`config.mk`:
```
export PLATFORM = sky130hd
export DESIGN_NAME = snst_ctrl
export DESIGN_NICKNAME = d
export VERILOG_FILES = /design/src/design/snst_pkg.sv /design/src/design/snst_ctrl.sv
export SDC_FILE = /design/constraint.sdc
export NUM_CORES = 1
export LEC_CHECK = 0
export BUFFER_PORTS_ARGS = -buffer_cell sky130_fd_sc_hd__buf_2
export CAP_MARGIN = 20
export CELL_PAD_IN_SITES_DETAIL_PLACEMENT = 0
export CELL_PAD_IN_SITES_GLOBAL_PLACEMENT = 2
export CORE_UTILIZATION = 18
export CTS_CLUSTER_DIAMETER = 100
export DETAILED_ROUTE_END_ITERATION = 12
export HOLD_SLACK_MARGIN = 0.06
export PLACE_DENSITY = 0.84
export SETUP_SLACK_MARGIN = 0.1
export SYNTH_ARGS = -nofsm -noshare
export SYNTH_HDL_FRONTEND = slang
export SYNTH_SLANG_ARGS = --single-unit
```
`constraint.sdc`:
```
create_clock -name clk -period 1.63 [get_ports clk]
set_clock_uncertainty 0.05 [all_clocks]
set_input_delay 0.0815 -clock clk [delete_from_list [all_inputs] [get_ports clk]]
set_output_delay 0.0815 -clock clk [all_outputs]
set_load 0.02 [all_outputs]
```
`src/design/snst_pkg.sv`:
```
`default_nettype none
package snst_pkg;

  localparam int NAME_W      = 64;
  localparam int SCORE_W     = 32;
  localparam int KIND_W      = 2;
  localparam int IDX_IN_W    = 6;
  localparam int STATUS_W    = 2;
  localparam int COUNT_OUT_W = 7;

  typedef logic [KIND_W-1:0]   kind_t;
  typedef logic [STATUS_W-1:0] status_t;
  typedef logic [2:0]          res_t;

  localparam kind_t KIND_ADD    = 2'd0;
  localparam kind_t KIND_UPDATE = 2'd1;
  localparam kind_t KIND_READ   = 2'd2;
  localparam kind_t KIND_NONE   = 2'd3;

  localparam status_t ST_OK      = 2'd0;
  localparam status_t ST_FULL    = 2'd1;
  localparam status_t ST_MISSING = 2'd2;
  localparam status_t ST_RANGE   = 2'd3;

  // Which result the datapath presents when the item finishes.
  localparam res_t RES_ZERO    = 3'd0;
  localparam res_t RES_ITEM    = 3'd1;
  localparam res_t RES_MEM     = 3'd2;
  localparam res_t RES_FULL    = 3'd3;
  localparam res_t RES_MISSING = 3'd4;
  localparam res_t RES_RANGE   = 3'd5;

  typedef struct packed {
    logic [NAME_W-1:0]         name;
    logic signed [SCORE_W-1:0] score;
  } ent_t;

  typedef struct packed {
    logic latch;
    logic add_start;
    logic shift_step;
    logic add_place;
    logic srch_start;
    logic srch_read;
    logic srch_hit;
    logic srch_up;
    logic srch_down;
    logic read_issue;
    logic set_res;
    res_t res;
    logic emit;
  } cmd_t;

  typedef struct packed {
    kind_t kind;
    logic  full;
    logic  pos_zero;
    logic  held_gt;
    logic  name_gt;
    logic  held_eq;
    logic  live;
    logic  idx_bad;
    logic  out_busy;
  } sts_t;

endpackage
`default_nettype wire

```
`src/design/snst_ctrl.sv`:
```
`default_nettype none
module snst_ctrl (
  input  wire logic            clk,
  input  wire logic            rst_n,
  input  wire logic            in_valid,
  output logic                 in_ready,
  input  wire snst_pkg::sts_t  sts,
  output snst_pkg::cmd_t       cmd
);

  localparam logic [2:0] S_IDLE   = 3'd0;
  localparam logic [2:0] S_DECODE = 3'd1;
  localparam logic [2:0] S_ADD    = 3'd2;
  localparam logic [2:0] S_TEST   = 3'd3;
  localparam logic [2:0] S_CMP    = 3'd4;
  localparam logic [2:0] S_FINISH = 3'd5;

  logic [2:0] state_r;
  logic [2:0] state_nxt;

  always_comb begin
    cmd       = '0;
    state_nxt = state_r;
    in_ready  = 1'b0;
    unique case (state_r)
      S_IDLE: begin
        in_ready = 1'b1;
        if (in_valid) begin
          cmd.latch = 1'b1;
          state_nxt = S_DECODE;
        end
      end
      S_DECODE: begin
        unique case (sts.kind)
          snst_pkg::KIND_ADD: begin
            if (sts.full) begin
              cmd.set_res = 1'b1;
              cmd.res     = snst_pkg::RES_FULL;
              state_nxt   = S_FINISH;
            end else begin
              cmd.add_start = 1'b1;
              state_nxt     = S_ADD;
            end
          end
          snst_pkg::KIND_UPDATE: begin
            cmd.srch_start = 1'b1;
            state_nxt      = S_TEST;
          end
          snst_pkg::KIND_READ: begin
            cmd.set_res = 1'b1;
            if (sts.idx_bad) begin
              cmd.res = snst_pkg::RES_RANGE;
            end else begin
              cmd.read_issue = 1'b1;
              cmd.res        = snst_pkg::RES_MEM;
            end
            state_nxt = S_FINISH;
          end
          snst_pkg::KIND_NONE: begin
            cmd.set_res = 1'b1;
            cmd.res     = snst_pkg::RES_ZERO;
            state_nxt   = S_FINISH;
          end
        endcase
      end
      S_ADD: begin
        // The entry below the insertion point is in the read register this cycle.
        if (!sts.pos_zero && sts.held_gt) begin
          cmd.shift_step = 1'b1;
        end else begin
          cmd.add_place = 1'b1;
          cmd.set_res   = 1'b1;
          cmd.res       = snst_pkg::RES_ITEM;
          state_nxt     = S_FINISH;
        end
      end
      S_TEST: begin
        if (sts.live) begin
          cmd.srch_read = 1'b1;
          state_nxt     = S_CMP;
        end else begin
          cmd.set_res = 1'b1;
          cmd.res     = snst_pkg::RES_MISSING;
          state_nxt   = S_FINISH;
        end
      end
      S_CMP: begin
        if (sts.held_eq) begin
          cmd.srch_hit = 1'b1;
          cmd.set_res  = 1'b1;
          cmd.res      = snst_pkg::RES_ITEM;
          state_nxt    = S_FINISH;
        end else if (sts.name_gt) begin
          cmd.srch_up = 1'b1;
          state_nxt   = S_TEST;
        end else begin
          cmd.srch_down = 1'b1;
          state_nxt     = S_TEST;
        end
      end
      S_FINISH: begin
        if (!sts.out_busy) begin
          cmd.emit  = 1'b1;
          state_nxt = S_IDLE;
        end
      end
      default: begin
        state_nxt = S_IDLE;
      end
    endcase
  end

  always_ff @(posedge clk) begin
    if (!rst_n) begin
      state_r <= S_IDLE;
    end else begin
      state_r <= state_nxt;
    end
  end

endmodule
`default_nettype wire

```
==> key figures <==
Routing
  • Routed WL: 1.22 mm
  • Routed len/inst: 10.2 um
  • Drt drc: 0
  • Detailed-route via count: approximately 550
  • Drt via density: between 4 and 5
  • First-pass iteration count of the detailed router: 4
  • Iter 0 DRT Violations: 7
  • Antenna Violating Nets Remaining: 0

Critical path
  • Worst path max stage delay: 0.39 ns
  • Worst Path Arrival: 1.41 ns
  • Worst r2r src: state_r[1]$_SDFFE_PN0P_
  • Worst path bufs/invs: 1
  • Startpoint types: register
  • Crit Path Class: reg2out
  • Crit path launch: state_r[1]$_SDFFE_PN0P_
  • Crit path max-delay cell type: or3b_4
  • CP Max Fanout: 4
  • Endpoint class of the critical path: output pin
  • Critical Path Stages: 4
  • Reg2Reg Depth: 5
  • Worst EP required: 1.50 ns
  • FF-to-FF setup slack: 0.28 ns
  • CP delay by family, top: simple AND/OR/NAND/NOR gates
  • CP cell instances: or3b_4, nand2b_4, a211oi_2, buf_4

Pwr
  • Psw: 0.000236 W
  • Internal: 0.000330 W
  • Logic pwr share: 60.8%
  • Seq pwr share: 16.3%
  • PwrDens: a little over 800 mW/mm2
  • Largest vdd supply drop: 0.391 mV
  • Switching Share: 41.7%
  • Clock Power Share: 22.9%
  • Pleak: 0.332 nW

STA
  • Count of final hold-check violations: 0
  • Final setup TNS: 0 ns
  • Period minus WS final: roughly 1.5 ns
  • Relative slew slack: around 82%
  • RSZ-0062 raised after global routing: yes
  • Final-report setup violation count: 0
  • Setup ws final: roughly 0.084 ns
  • Tcrit/Tclk final: 94.8%
  • Worst slew pin tran: 0.267 ns
  • Fmax: roughly 0.65 GHz
  • Max Slew Vio Count: 0

Synth
  • Mapped Nets: 72
  • Post-synthesis mux area share: under 10%
  • Number of synthesized register bits: 3
  • Largest family of logic cells by synthesized area: simple AND/OR/NAND/NOR gates
  • Mean Syn Cell Area: 6.98 um2
  • Syn Inst Count: 59
  • Simple-Gate Fraction of Synth Area: 49.2%
  • Post-synth EDFFs: 0
  • Asr flop ratio synth: 0%
  • Compound-Gate Fraction of Synth Area: between 20 and 30%
  • Post-synthesis sequential area ratio: 14.6%
  • Synth Area in Adders: 0%
  • Post-synthesis xor/xnor area fraction: 0%
  • Yosys warns: 0
  • Synthesized cell area: 412 um2
  • Synth Flop Type: dfxtp_1
  • Synth cell types: 29

Place
  • Post-place setup slack: 0.251 ns
  • Placed Area: 601 um2
  • Post-DP HPWL: 999 um
  • Placed cells: 114
  • Port buffer count: 28
  • GPL Wtd Cong: 0.689

Floorplan
  • # rows: 16
  • Total die area: 0.00248 mm2
  • Initial Util: roughly a fifth
  • # IOs: 29
  • Die height: 49.8 um
  • Core area: 0.00206 mm2
  • Die width: 49.8 um

Layout
  • Multi-input gate area: 355 um2
  • Storage cell area: 61.3 um2
  • Area grow syn2layout: 65.7%
  • Largest Register: state_r
  • Commonest non-fill, non-tap cell in the layout: buf_2
  • Antenna fix cells: 0
  • Top Registers: state_r (3)
  • Cell Count, Final, Fillers Out: between 100 and 150
  • Design area: 682 um2
  • Most frequent cells in the layout: 24 x buf_2, 8 x buf_4, 7 x nand2b_1
  • Share of post-route cells with drive strength above 1: 49.5%
  • Final net count: 107
  • Core Util, Final: 33.1%
  • Fillers: 237
  • Largest register FFs: 3

CTS
  • CTS Sinks: 3
  • H-tree depth: 1
  • Root Driver: clkbuf_4
  • CTS tree: done
  • CTS Buffer Depth: 2
  • Num CTS Buffers: 3
  • Clk Latency, worst-skew pair: 0.23 ns
  • Clk slew on worst S/H paths: 0.04 ns

Worst hold path
  • HP Class: in2reg
  • Worst hold stages: 3
  • Hold path startpoint: sts[0]

Global routing
  • GRT Total Usage: 11.1%
  • GR Overflow Total: 0
  • Vias in the first global route: 493
  • First-pass GRT wire length: 2.12 mm
  • Largest net degree at the start of global routing: 15
  • Initial antenna violation count: 0

Outcome
  • Status: finished, final reports clean

Flow run
  • Max-cap violations: 0
[repair_timing]
item,4_1_cts,5_1_grt
gates resized for setup,4,6
endpoints found under the hold margin,1,0
pin swaps,1,0
buffers inserted,1,0
gates cloned,0,0
endpoints found under the setup margin,5,7
hold buffers,1,0
[metrics by stage]
step / hold slack (ns) / power [W]
final: 0.122 / 0.000567
after detailed placement: 0.265 / 0.000413
after global routing: 0.134 / 0.000621
after floorplan: 0.153 / 0.000312
after global placement: 0.263 / 0.000409
after CTS: 0.126 / 0.000571
[worst reg2reg max path: stages (launching register included)]
cell and delay (ns):
dfxtp_1 0.30, or3b_4 0.39, buf_4 0.15, a21oi_1 0.13, o22ai_1 0.10, a21boi_1 0.15
[logic make-up (layout without fill, tap and decap cells)]
logic type,Yosys count,after routing
simple gates,31,31
flops,3,3
buf+inv,7,41
compound gates,17,17
mux,1,1
[area by class of cell]
class / instances / area share (%)
inverters: 4 / 2.20
multi-input cells: 49 / 52.1
clock buffers: 4 / 3.85
flip-flops and latches: 3 / 8.99
repair buffers: 33 / 27.9
well taps: 27 / 4.95
[synthesized netlist by cell type, drive strengths merged (2+ instances only)]
cell    number  share of area, %
nor3         7               8.5
and2         2               3.0
nor2         2               1.8
clkbuf       2               1.8
a21oi        4               4.9
a21boi       2               3.6
nand2b      10                19
inv          4               3.6
nand2        2               1.8
o21ai        4               4.9
o22ai        3               4.6
dfxtp        3                15
[final timing paths]
| check | to |
|---|---|
| max | cmd[2] |
| min | state_r[0]$_SDFFE_PN0P_ |
| max reg2reg | state_r[0]$_SDFFE_PN0P_ |
| min reg2reg | state_r[0]$_SDFFE_PN0P_ |
[metal layers]
metal	vias to the layer above	track usage, %	part of all wire [%]
met5	-	0	0
met4	0	4.29	0
met3	0	4.32	6.0
met2	17	16.0	44
met1	246	14.5	49
li1	283	-	-
[power groups by stage]
| stage | Sequential [W] | Combinational, W | Clock (W) |
|---|---|---|---|
| after floorplan | 0.000101 | 0.000211 | 0 |
| after global placement | 0.0000911 | 0.000318 | 0 |
| after detailed placement | 0.0000924 | 0.000321 | 0 |
| after CTS | 0.0000912 | 0.000342 | 0.000138 |
| after global routing | 0.0000929 | 0.000380 | 0.000148 |
| final | 0.0000925 | 0.000345 | 0.000130 |
Note: power is estimated with default switching activity, not from simulation.
